### config.mk
export PLATFORM = sky130hd
export DESIGN_NAME = hid_report_descriptor_parser
export DESIGN_NICKNAME = d
export VERILOG_FILES = /design/src/rtl/hrdp_pkg.sv /design/src/rtl/hid_report_descriptor_parser.sv /design/src/rtl/hrdp_front.sv /design/src/rtl/hrdp_queue.sv /design/src/rtl/hrdp_back.sv
export SDC_FILE = /design/constraint.sdc
export NUM_CORES = 1
export LEC_CHECK = 0
export BUFFER_PORTS_ARGS = -buffer_cell sky130_fd_sc_hd__buf_2
export CORE_MARGIN = 3
export CORE_UTILIZATION = 41
export CTS_BUF_LIST = sky130_fd_sc_hd__clkbuf_2
export DETAILED_ROUTE_END_ITERATION = 7
export GPL_TIMING_DRIVEN = 0
export PLACE_DENSITY_LB_ADDON = 0.08
export RECOVER_POWER = 50
export SYNTH_ARGS = -nofsm -noshare
export SYNTH_HDL_FRONTEND = slang
export SYNTH_HIERARCHICAL = 1
export SYNTH_SLANG_ARGS = --single-unit
### constraint.sdc
create_clock -name aclk -period 11.41 [get_ports aclk]
set_input_delay 1.7115 -clock aclk [delete_from_list [all_inputs] [get_ports aclk]]
set_output_delay 1.7115 -clock aclk [all_outputs]
set_load 0.02 [all_outputs]
### src/rtl/hrdp_pkg.sv
// Shared types, codes and constants for the HID report descriptor parser.
package hrdp_pkg;

    // Default width of the running input and output bit offsets.
    localparam int unsigned OFFSET_BITS_DEFAULT = 16;

    // Depth of the item queue between the byte assembler and the executor.
    localparam int unsigned QUEUE_DEPTH = 4;

    // Item types from the prefix byte.
    localparam logic [1:0] TYPE_MAIN   = 2'd0;
    localparam logic [1:0] TYPE_GLOBAL = 2'd1;
    localparam logic [1:0] TYPE_LOCAL  = 2'd2;

    // Tag nibble that opens a long item.
    localparam logic [3:0] LONG_ITEM_TAG = 4'b1111;

    // Main item tags.
    localparam logic [7:0] MAIN_TAG_INPUT   = 8'd8;
    localparam logic [7:0] MAIN_TAG_OUTPUT  = 8'd9;
    localparam logic [7:0] MAIN_TAG_END_COL = 8'd12;

    // Global item tags.
    localparam logic [7:0] GLOBAL_TAG_PAGE  = 8'd0;
    localparam logic [7:0] GLOBAL_TAG_MIN   = 8'd1;
    localparam logic [7:0] GLOBAL_TAG_MAX   = 8'd2;
    localparam logic [7:0] GLOBAL_TAG_SIZE  = 8'd7;
    localparam logic [7:0] GLOBAL_TAG_ID    = 8'd8;
    localparam logic [7:0] GLOBAL_TAG_COUNT = 8'd9;

    // Event kinds on the result channel.
    localparam logic [2:0] EVENT_NONE    = 3'd0;
    localparam logic [2:0] EVENT_LOCAL   = 3'd1;
    localparam logic [2:0] EVENT_INPUT   = 3'd2;
    localparam logic [2:0] EVENT_OUTPUT  = 3'd3;
    localparam logic [2:0] EVENT_END_COL = 3'd4;

    // Input transaction payload.
    typedef struct packed {
        logic [7:0] desc_byte;
        logic       last_byte;
    } in_t;

    // Result transaction payload.
    typedef struct packed {
        logic [2:0]  event_kind;
        logic [7:0]  item_tag;
        logic [31:0] item_value;
        logic [7:0]  rpt_id;
        logic [7:0]  report_size;
        logic [15:0] report_count;
        logic [15:0] field_offset;
        logic [15:0] usage_page;
        logic [31:0] logical_min;
        logic [31:0] logical_max;
        logic        descriptor_done;
    } out_t;

    // One assembled item, or an end-of-descriptor marker, in the queue.
    typedef struct packed {
        logic        has_item;
        logic [1:0]  item_type;
        logic [7:0]  item_tag;
        logic [31:0] item_value;
        logic        last;
    } item_t;

    // Data byte count for each short item size code.
    function automatic logic [7:0] short_len(input logic [1:0] code);
        logic [7:0] len;
        case (code)
            2'd0:    len = 8'd0;
            2'd1:    len = 8'd1;
            2'd2:    len = 8'd2;
            default: len = 8'd4;
        endcase
        return len;
    endfunction

endpackage

### src/rtl/hid_report_descriptor_parser.sv
// Top level of the HID report descriptor parser.
//
// Feed the report descriptor one byte per input transaction, with last_byte set on
// the final byte. The block accepts one byte every clock cycle while its item queue
// has room; the front assembler holds no byte back on its own, and the
// executor retires one queued item per cycle, so the sustained rate is one byte per
// cycle with the result channel ready. A result transaction reaches the output from
// the byte that completes its item through a queue slot and then the result
// register. Results come out for local items, non-constant Input items and Output
// items with a nonzero report size, and End Collection items, each with a snapshot of
// the global state after the item. The last byte always yields a result with
// descriptor_done set, with kind none when it completes no reportable item; any
// unfinished item is dropped and all state returns to its reset value. The input
// and output bit offsets are OFFSET_BITS wide and saturate at their all-ones value;
// field_offset carries the low 16 bits.
module hid_report_descriptor_parser #(
    parameter int unsigned OFFSET_BITS = hrdp_pkg::OFFSET_BITS_DEFAULT
) (
    input  logic            aclk,
    input  logic            aresetn,
    input  logic            s_valid,
    output logic            s_ready,
    input  hrdp_pkg::in_t   s_data,
    output logic            m_valid,
    input  logic            m_ready,
    output hrdp_pkg::out_t  m_data
);

    // Queue handshake between the assembler and the executor.
    logic             q_full;
    logic             q_not_empty;
    logic             q_push;
    logic             q_pop;
    hrdp_pkg::item_t  q_push_item;
    hrdp_pkg::item_t  q_head_item;

    // Assemble prefix, length, tag and data bytes into items; push each finished
    // item, and a marker for a last byte that finishes nothing.
    hrdp_front u_front (
        .aclk      (aclk),
        .aresetn   (aresetn),
        .s_valid   (s_valid),
        .s_ready   (s_ready),
        .s_data    (s_data),
        .q_full    (q_full),
        .push      (q_push),
        .push_item (q_push_item)
    );

    // Hold items so that a stalled result channel does not stop byte intake at once.
    hrdp_queue u_queue (
        .aclk      (aclk),
        .aresetn   (aresetn),
        .push      (q_push),
        .push_item (q_push_item),
        .full      (q_full),
        .not_empty (q_not_empty),
        .pop       (q_pop),
        .head_item (q_head_item)
    );

    // Apply globals, advance offsets and register the result transaction.
    hrdp_back #(
        .OFFSET_BITS (OFFSET_BITS)
    ) u_back (
        .aclk        (aclk),
        .aresetn     (aresetn),
        .q_not_empty (q_not_empty),
        .pop         (q_pop),
        .head_item   (q_head_item),
        .m_valid     (m_valid),
        .m_ready     (m_ready),
        .m_data      (m_data)
    );

endmodule

### src/rtl/hrdp_front.sv
// Byte assembler: turns descriptor bytes into complete items for the queue.
module hrdp_front (
    input  logic                 aclk,
    input  logic                 aresetn,
    input  logic                 s_valid,
    output logic                 s_ready,
    input  hrdp_pkg::in_t        s_data,
    input  logic                 q_full,
    output logic                 push,
    output hrdp_pkg::item_t      push_item
);

    localparam logic [2:0] PH_PREFIX   = 3'd0;
    localparam logic [2:0] PH_LONG_LEN = 3'd1;
    localparam logic [2:0] PH_LONG_TAG = 3'd2;
    localparam logic [2:0] PH_DATA     = 3'd3;
    localparam logic [2:0] PH_SKIP     = 3'd4;

    logic [2:0]  phase_reg, phase_next;
    logic [1:0]  type_reg, type_next;
    logic [7:0]  tag_reg, tag_next;
    logic [7:0]  left_reg, left_next;
    logic [1:0]  idx_reg, idx_next;
    logic [31:0] accum_reg, accum_next;
    logic        done;
    logic        accept;
    logic [7:0]  b;
    logic [7:0]  len;

    assign s_ready = !q_full;
    assign accept  = s_valid && s_ready;
    assign b       = s_data.desc_byte;

    always_comb begin
        phase_next = phase_reg;
        type_next  = type_reg;
        tag_next   = tag_reg;
        left_next  = left_reg;
        idx_next   = idx_reg;
        accum_next = accum_reg;
        done       = 1'b0;
        len        = hrdp_pkg::short_len(b[1:0]);
        case (phase_reg)
            PH_LONG_LEN: begin
                left_next  = b;
                phase_next = PH_LONG_TAG;
            end
            PH_LONG_TAG: begin
                tag_next   = b;
                accum_next = '0;
                idx_next   = '0;
                if (left_reg == 8'd0) begin
                    done = 1'b1;
                end else begin
                    phase_next = (left_reg > 8'd4) ? PH_SKIP : PH_DATA;
                end
            end
            PH_DATA: begin
                accum_next = accum_reg | (32'(b) << {idx_reg, 3'b000});
                idx_next   = idx_reg + 2'd1;
                left_next  = left_reg - 8'd1;
                done       = (left_reg == 8'd1);
            end
            PH_SKIP: begin
                left_next = left_reg - 8'd1;
                done      = (left_reg == 8'd1);
            end
            default: begin
                type_next  = b[3:2];
                accum_next = '0;
                idx_next   = '0;
                if (b[7:4] == hrdp_pkg::LONG_ITEM_TAG) begin
                    tag_next   = '0;
                    phase_next = PH_LONG_LEN;
                end else begin
                    tag_next  = {4'd0, b[7:4]};
                    left_next = len;
                    if (len == 8'd0) begin
                        done       = 1'b1;
                        phase_next = PH_PREFIX;
                    end else begin
                        phase_next = PH_DATA;
                    end
                end
            end
        endcase
        if (done) begin
            phase_next = PH_PREFIX;
        end
    end

    assign push                 = accept && (done || s_data.last_byte);
    assign push_item.has_item   = done;
    assign push_item.item_type  = type_next;
    assign push_item.item_tag   = tag_next;
    assign push_item.item_value = accum_next;
    assign push_item.last       = s_data.last_byte;

    always_ff @(posedge aclk) begin
        if (!aresetn) begin
            phase_reg <= PH_PREFIX;
            type_reg  <= '0;
            tag_reg   <= '0;
            left_reg  <= '0;
            idx_reg   <= '0;
            accum_reg <= '0;
        end else if (accept) begin
            if (s_data.last_byte) begin
                phase_reg <= PH_PREFIX;
                type_reg  <= '0;
                tag_reg   <= '0;
                left_reg  <= '0;
                idx_reg   <= '0;
                accum_reg <= '0;
            end else begin
                phase_reg <= phase_next;
                type_reg  <= type_next;
                tag_reg   <= tag_next;
                left_reg  <= left_next;
                idx_reg   <= idx_next;
                accum_reg <= accum_next;
            end
        end
    end

endmodule

### src/rtl/hrdp_queue.sv
// Short FIFO of assembled items between the assembler and the executor.
module hrdp_queue (
    input  logic             aclk,
    input  logic             aresetn,
    input  logic             push,
    input  hrdp_pkg::item_t  push_item,
    output logic             full,
    output logic             not_empty,
    input  logic             pop,
    output hrdp_pkg::item_t  head_item
);

    localparam int unsigned DEPTH = hrdp_pkg::QUEUE_DEPTH;
    localparam int unsigned PTR_W = (DEPTH > 1) ? $clog2(DEPTH) : 1;
    localparam int unsigned CNT_W = $clog2(DEPTH + 1);

    hrdp_pkg::item_t slot_reg [DEPTH];
    logic [PTR_W-1:0] wr_ptr_reg, rd_ptr_reg;
    logic [CNT_W-1:0] count_reg;
    logic             do_push, do_pop;

    assign full      = (count_reg == CNT_W'(DEPTH));
    assign not_empty = (count_reg != '0);
    assign do_push   = push && !full;
    assign do_pop    = pop && not_empty;
    assign head_item = slot_reg[rd_ptr_reg];

    function automatic logic [PTR_W-1:0] bump(input logic [PTR_W-1:0] p);
        return (p == PTR_W'(DEPTH - 1)) ? '0 : p + 1'b1;
    endfunction

    always_ff @(posedge aclk) begin
        if (do_push) begin
            slot_reg[wr_ptr_reg] <= push_item;
        end
    end

    always_ff @(posedge aclk) begin
        if (!aresetn) begin
            wr_ptr_reg <= '0;
            rd_ptr_reg <= '0;
            count_reg  <= '0;
        end else begin
            if (do_push) begin
                wr_ptr_reg <= bump(wr_ptr_reg);
            end
            if (do_pop) begin
                rd_ptr_reg <= bump(rd_ptr_reg);
            end
            if (do_push && !do_pop) begin
                count_reg <= count_reg + 1'b1;
            end else if (do_pop && !do_push) begin
                count_reg <= count_reg - 1'b1;
            end
        end
    end

endmodule

### src/rtl/hrdp_back.sv
// Item executor: global state, bit offsets and the registered result stage.
module hrdp_back #(
    parameter int unsigned OFFSET_BITS = hrdp_pkg::OFFSET_BITS_DEFAULT
) (
    input  logic             aclk,
    input  logic             aresetn,
    input  logic             q_not_empty,
    output logic             pop,
    input  hrdp_pkg::item_t  head_item,
    output logic             m_valid,
    input  logic             m_ready,
    output hrdp_pkg::out_t   m_data
);

    localparam int unsigned SUM_W = ((OFFSET_BITS > 24) ? OFFSET_BITS : 24) + 1;
    localparam int unsigned EXT_W = (OFFSET_BITS > 16) ? OFFSET_BITS : 16;
    localparam logic [OFFSET_BITS-1:0] OFF_LIMIT = {OFFSET_BITS{1'b1}};

    logic [15:0] page_reg, page_next;
    logic [7:0]  size_reg, size_next;
    logic [15:0] count_reg, count_next;
    logic [7:0]  id_reg, id_next;
    logic [31:0] min_reg, min_next;
    logic [31:0] max_reg, max_next;
    logic [OFFSET_BITS-1:0] in_off_reg, in_off_next;
    logic [OFFSET_BITS-1:0] out_off_reg, out_off_next;

    logic                   m_valid_reg;
    hrdp_pkg::out_t         m_data_reg;

    logic [2:0]             ev;
    logic [OFFSET_BITS-1:0] field;
    logic [OFFSET_BITS-1:0] base;
    logic [OFFSET_BITS-1:0] advanced;
    logic [23:0]            product;
    logic [SUM_W-1:0]       sum;
    logic [EXT_W-1:0]       field_ext;
    logic                   emit;
    hrdp_pkg::out_t         result;

    assign pop = q_not_empty && (!m_valid_reg || m_ready);

    // Offset advance shared by input and output fields.
    assign base     = (head_item.item_tag == hrdp_pkg::MAIN_TAG_INPUT) ? in_off_reg
                                                                     : out_off_reg;
    assign product  = 24'(size_reg) * 24'(count_reg);
    assign sum      = SUM_W'(base) + SUM_W'(product);
    assign advanced = (sum > SUM_W'(OFF_LIMIT)) ? OFF_LIMIT : sum[OFFSET_BITS-1:0];

    always_comb begin
        page_next    = page_reg;
        size_next    = size_reg;
        count_next   = count_reg;
        id_next      = id_reg;
        min_next     = min_reg;
        max_next     = max_reg;
        in_off_next  = in_off_reg;
        out_off_next = out_off_reg;
        ev           = hrdp_pkg::EVENT_NONE;
        field        = '0;
        if (head_item.has_item) begin
            case (head_item.item_type)
                hrdp_pkg::TYPE_GLOBAL: begin
                    case (head_item.item_tag)
                        hrdp_pkg::GLOBAL_TAG_PAGE:  page_next = head_item.item_value[15:0];
                        hrdp_pkg::GLOBAL_TAG_MIN:   min_next  = head_item.item_value;
                        hrdp_pkg::GLOBAL_TAG_MAX:   max_next  = head_item.item_value;
                        hrdp_pkg::GLOBAL_TAG_SIZE: begin
                            size_next = (head_item.item_value > 32'd255) ? 8'hFF
                                        : head_item.item_value[7:0];
                        end
                        hrdp_pkg::GLOBAL_TAG_ID: begin
                            id_next      = head_item.item_value[7:0];
                            in_off_next  = '0;
                            out_off_next = '0;
                        end
                        hrdp_pkg::GLOBAL_TAG_COUNT: begin
                            count_next = (head_item.item_value > 32'd65535) ? 16'hFFFF
                                         : head_item.item_value[15:0];
                        end
                        default: ;
                    endcase
                end
                hrdp_pkg::TYPE_LOCAL: begin
                    ev = hrdp_pkg::EVENT_LOCAL;
                end
                hrdp_pkg::TYPE_MAIN: begin
                    if (head_item.item_tag == hrdp_pkg::MAIN_TAG_INPUT) begin
                        if (size_reg != 8'd0) begin
                            field       = in_off_reg;
                            in_off_next = advanced;
                            ev = head_item.item_value[0] ? hrdp_pkg::EVENT_NONE
                                                         : hrdp_pkg::EVENT_INPUT;
                        end
                    end else if (head_item.item_tag == hrdp_pkg::MAIN_TAG_OUTPUT) begin
                        if (size_reg != 8'd0) begin
                            field        = out_off_reg;
                            out_off_next = advanced;
                            ev           = hrdp_pkg::EVENT_OUTPUT;
                        end
                    end else if (head_item.item_tag == hrdp_pkg::MAIN_TAG_END_COL) begin
                        ev = hrdp_pkg::EVENT_END_COL;
                    end
                end
                default: ;
            endcase
        end
    end

    assign field_ext = EXT_W'(field);
    assign emit      = (ev != hrdp_pkg::EVENT_NONE) || head_item.last;

    always_comb begin
        result.event_kind      = ev;
        result.item_tag        = (ev == hrdp_pkg::EVENT_NONE) ? 8'd0 : head_item.item_tag;
        result.item_value      = (ev == hrdp_pkg::EVENT_NONE) ? 32'd0
                                                              : head_item.item_value;
        result.rpt_id          = id_next;
        result.report_size     = size_next;
        result.report_count    = count_next;
        result.field_offset    = (ev == hrdp_pkg::EVENT_NONE) ? 16'd0 : field_ext[15:0];
        result.usage_page      = page_next;
        result.logical_min     = min_next;
        result.logical_max     = max_next;
        result.descriptor_done = head_item.last;
    end

    always_ff @(posedge aclk) begin
        if (!aresetn) begin
            page_reg    <= '0;
            size_reg    <= '0;
            count_reg   <= '0;
            id_reg      <= '0;
            min_reg     <= '0;
            max_reg     <= '0;
            in_off_reg  <= '0;
            out_off_reg <= '0;
        end else if (pop) begin
            if (head_item.last) begin
                page_reg    <= '0;
                size_reg    <= '0;
                count_reg   <= '0;
                id_reg      <= '0;
                min_reg     <= '0;
                max_reg     <= '0;
                in_off_reg  <= '0;
                out_off_reg <= '0;
            end else begin
                page_reg    <= page_next;
                size_reg    <= size_next;
                count_reg   <= count_next;
                id_reg      <= id_next;
                min_reg     <= min_next;
                max_reg     <= max_next;
                in_off_reg  <= in_off_next;
                out_off_reg <= out_off_next;
            end
        end
    end

    always_ff @(posedge aclk) begin
        if (!aresetn) begin
            m_valid_reg <= 1'b0;
        end else if (pop) begin
            m_valid_reg <= emit;
        end else if (m_ready) begin
            m_valid_reg <= 1'b0;
        end
    end

    always_ff @(posedge aclk) begin
        if (pop && emit) begin
            m_data_reg <= result;
        end
    end

    assign m_valid = m_valid_reg;
    assign m_data  = m_data_reg;

endmodule

After elaboration in Yosys (flattened, before gate mapping)
Memories as Yosys holds them, arrays and structs flattened. A register that Yosys moved wholly into a read port is not among the register bits.
Cells that the tools add are included.
{"block": "word_totals", "reg_bits": 379, "ram_bits": 176, "output_inout_bits": 174, "word_cells": 198, "memories": 1}
{"block": "op_classes", "addsub": 7, "mul": 1, "magnitude_cmp": 4, "eq_ne": 29, "n_shift": 1, "muxes": 85, "bitwise_logic": 3, "reduce_logical": 38}
{"name": "u_queue.slot_reg", "words": 4, "word_bits": 44, "rd": 1, "rd_clocked_by_memory_dff": 1, "wr": 1, "line_no": "hrdp_queue.sv:17", "source": "hrdp_pkg::item_t slot_reg [DEPTH];"}
{"operator": "16-bit 2-to-1 mux", "n": 24}
{"operator": "32-bit 2-to-1 mux", "n": 9}
{"operator": "8-bit 2-to-1 mux", "n": 12}
{"operator": "16-bit one-hot mux with 2 select lines", "n": 2}
{"operator": "32-bit one-hot mux with 2 select lines", "n": 1}
{"operator": "3-bit 2-to-1 mux", "n": 12}
{"operator": "32-bit by 16-bit greater-than comparator with 1-bit output, second input constant", "n": 1}
{"operator": "32-bit by 8-bit greater-than comparator with 1-bit output, second input constant", "n": 1}
{"operator": "32-bit bitwise OR", "n": 1}
{"operator": "8-bit by 5-bit left shift with 32-bit output", "n": 1}
{"operator": "16-bit by 24-bit adder with 25-bit output", "n": 1}
{"operator": "25-bit by 16-bit greater-than comparator with 1-bit output, second input constant", "n": 1}
{"operator": "8-bit by 4-bit == test with 1-bit output, second input constant", "n": 3}
{"operator": "8-bit logical NOT", "n": 3}
{"operator": "8-bit by 16-bit multiplier with 24-bit output", "n": 1}
{"operator": "8-bit one-hot mux with 3 select lines", "n": 1}
{"operator": "2-bit 2-to-1 mux", "n": 10}
{"operator": "3-bit one-hot mux with 3 select lines", "n": 2}
{"operator": "8-bit by 1-bit == test with 1-bit output, second input constant", "n": 2}
{"operator": "8-bit one-hot mux with 2 select lines", "n": 1}
{"operator": "3-bit by 1-bit inequality test with 1-bit output, second input constant", "n": 5}
{"operator": "3-bit nonzero test", "n": 3}
{"operator": "2-bit == test, second input constant", "n": 4}
{"operator": "8-bit by 2-bit == test with 1-bit output, second input constant", "n": 1}
{"operator": "36 further kinds", "n": 66}

Depth between registers and ports, before layout
{"block": "depth", "ltp_word": 13, "depth_mapped": 28}

By module
Netlist, hierarchy kept.
{"module": "hrdp_back", "n_inst": 1, "cells_per_inst": 1582, "area_each_um2": 17433.0, "seq_area_each_um2": 8067.7}
{"module": "hrdp_queue", "n_inst": 1, "cells_per_inst": 281, "area_each_um2": 6889.1, "seq_area_each_um2": 5465.2}
{"module": "hrdp_front", "n_inst": 1, "cells_per_inst": 344, "area_each_um2": 3139.3, "seq_area_each_um2": 1101.1}

Least setup slack after synthesis
OpenSTA, ideal clock, no wires.
{"block": "synth_timing", "kind": "register to register", "from": "reg (tool-made name)", "to": "reg u_back.m_data_reg, in the netlist u_back/m_data[0] (enable)", "setup_time_ns": 0.707, "arrival_ns": 9.894, "required_ns": 10.703, "slack_ns": 0.809, "path_stages_with_launch": 13, "n_path_buf": 3, "synth_period_minus_slack_ns": 10.601, "cell_sequence": "dfxtp_1 buf_6 buf_12 mux4_2 nor4_2 nand2_1 nor3b_1 a21oi_1 nor3b_2 or3_1 clkbuf_1 nor2_1 nor2_1"}
{"item": "end signal, assigned", "line_no": "hrdp_back.sv:173", "source": "m_data_reg <= result;"}
{"item": "end, declared", "line_no": "hrdp_back.sv:29", "source": "hrdp_pkg::out_t m_data_reg;"}

==> metrics <==
crit end category=register; internal power=0.00365 W; Yosys warnings=6; H-tree levels=4; CTS Root Buffer Type=clkbuf_2; Net Switching=0.00228 W; crit start category=register; synth top area cells=edfxtp_1, dfxtp_1, fa_1; Final Slew Violations=128; DRT Wirelength=79.3 mm; global route overflow=0; max reg flops=176; part of the power in registers=0.449; Fin Hold WS=0.492 ns; post-synthesis cell count=2207; Final HPWL DP=57.0 mm; fin cells=3542; post-synthesis register bit count=557; Die Wd=265 um; total I/O pin count=187; most frequent cells after synthesis=edfxtp_1, dfxtp_1, a22oi_1; hold depth=1; ratio of cells with drive above 1 in the final layout=0.190; Reg clk slew, reported paths=0.10 ns; filler instances=6308; unrepaired setup endpoints after global routing=false; switch share=0.385; die area=70100 um2; drt wl/cell=22.4 um; Initial Util=0.415; IO buf count=181; critical path class=reg -> reg; Worst VDD drop=0.115 mV; CTS hold repair buffers=0; Final Wtd Congestion=0.898; EDFF count, synth=348; number of vias per cell=5.39; top-area cell type share of the netlist area=0.381; GRT Total Usage=0.226; total CTS buffers=148; Least-Margin Pin Slew=2.18 ns; # resized after CTS=0; Final Hold Fails=0; HP Start=u_front/accum_reg[30]; Worst Skew=0.106 ns; Core Area=66100 um2; largest net degree at the start of global routing=38; P per Cell Area=193 nW/um2; worst min path class=reg -> reg; Nets=2719; worst-path fanout max=10; clock sinks=557; register area share after synthesis=0.533; post-synthesis async set-or-reset flop share=0; dpl ws=2.88 ns; Logic pwr share=0.297; Synth Flop Type=edfxtp_1; Clk pwr share=0.253; syn nets=2378; clk_lat worst skew=1.29 ns; Final setup viols=0; setup slack, reg-to-reg=2.09 ns; post-synth cell types=94; reg2reg path depth=28; wire length of the first global-routing pass=119 mm; synthesized area=27500 um2; CP arrival=10.45 ns; CP max stage delay=0.64 ns; failing checks=max-capacitance violations, max-slew violations; Site Rows=94; Final WS setup=2.09 ns; area leader, netlist=edfxtp_1; CTS tree=done; initial antenna violation count=10; via count=19088; Detailed Routing Iterations Pass 1=5; vias in the first global route=19296; Req. time, crit path=12.54 ns; DP Area=29700 um2; Worst slew margin=-0.450; setup bufs post-CTS=0; die height=265 um; DRT iter0 DRCs=1413; placed insts=3262; f_max=107 MHz; Final Cycle Share=0.817; Final ANT Viol Nets=0; Max-cap violations=4; Avg Cell Area, Syn=12.4 um2; RR Endpoint=u_back/in_off_reg[12]; DRC errors left=0; status=finished, violations left; synthesis-to-finish area growth=12.2%; most frequent CP cell=clkbuf_1; most common cell in the netlist=edfxtp_1; clk buf depth=3; Hold Path Sink=u_front/accum_reg[30]; Slowest cell on crit path=nor4_1; Final min period=9.32 ns; Leak=11.8 nW; final instance area=30800 um2
worst max-delay path by stage:
stage / endpoint / slack [ns] / cells past startpoint
final: u_back/in_off_reg[12] / 2.09 / 28
after global placement: u_back/m_data[89] / -4.63 / 12
after floorplan: u_back/m_data[0] / 0.81 / 12
after detailed placement: u_back/out_off_reg[8] / 2.88 / 27
after global routing: u_back/in_off_reg[8] / 1.54 / 28
after CTS: u_back/in_off_reg[15] / 2.85 / 27
worst max-delay path: cells and delay by family (launching register included):
kind,cells,cell delay [ns]
buffers and inverters,9,2.39
adders and majority gates,5,2.37
and+or+nand+nor,7,2.31
AOI/OAI and AO/OA,6,1.32
muxes,1,0.44
DFF,1,0.31
metal layers:
metal	routed length (um)	share of wire	GRT usage	vias to the layer above
met5	13	0.00016	0	-
met4	2370	0.030	0.0879	2
met3	4270	0.054	0.0483	125
met2	38800	0.49	0.369	567
met1	33900	0.43	0.297	9576
li1	-	-	-	8818
area by class of cell:
class	count	area, um2	area share
Clock inverter	50	363	0.0118
Clock buffer	226	1130	0.0367
Antenna cell	4	10.0	0.000325
Tap cell	864	1080	0.0351
Buffer	153	708	0.0230
Multi-Input combinational cell	1359	11400	0.371
Sequential cell	557	14600	0.475
Inverter	138	518	0.0168
Timing Repair Buffer	191	942	0.0306
per-stage QoR:
step | TNS, ns | power (W) | util
final | 0 | 0.00593 | 0.466
after floorplan | 0 | 0.00378 | -
after CTS | 0 | 0.00608 | 0.472
after global placement | -791.43 | 0.00456 | 0.446
after global routing | 0 | 0.00626 | 0.466
after detailed placement | 0 | 0.00456 | 0.449
power groups by stage:
stage               sequential [W]  clock (W)  combinational, W
global placement           0.00283          0           0.00173
CTS                        0.00267    0.00157           0.00185
detailed placement         0.00271          0           0.00184
finish                     0.00267    0.00150           0.00176
global route               0.00270    0.00168           0.00188
floorplan                  0.00307          0          0.000708
cell families after synthesis:
logic type	Yosys count	share of synthesized area
AND/OR/NAND/NOR	567	0.114
flip-flops	557	0.533
AO/OA/AOI/OAI	469	0.123
buffers and inverters	291	0.0464
adder cells (fa/ha/maj)	158	0.0996
multiplexers	140	0.0760
XOR/XNOR	25	0.00797
placed cells by master (no fill, tap or decap), drive strengths merged, types with 36 or more instances in the layout:
| cell type | instances |
|---|---|
| mux2 | 92 |
| and2 | 114 |
| o21ai | 39 |
| nor2b | 124 |
| ha | 57 |
| buf | 128 |
| edfxtp | 348 |
| mux4 | 44 |
| inv | 144 |
| fa | 101 |
| nand2 | 133 |
| clkbuf | 442 |
| dfxtp | 209 |
| clkinv | 36 |
| a22o | 45 |
| a21oi | 97 |
| a22oi | 142 |
| nor2 | 99 |
Note: power is estimated with default switching activity, not from simulation.
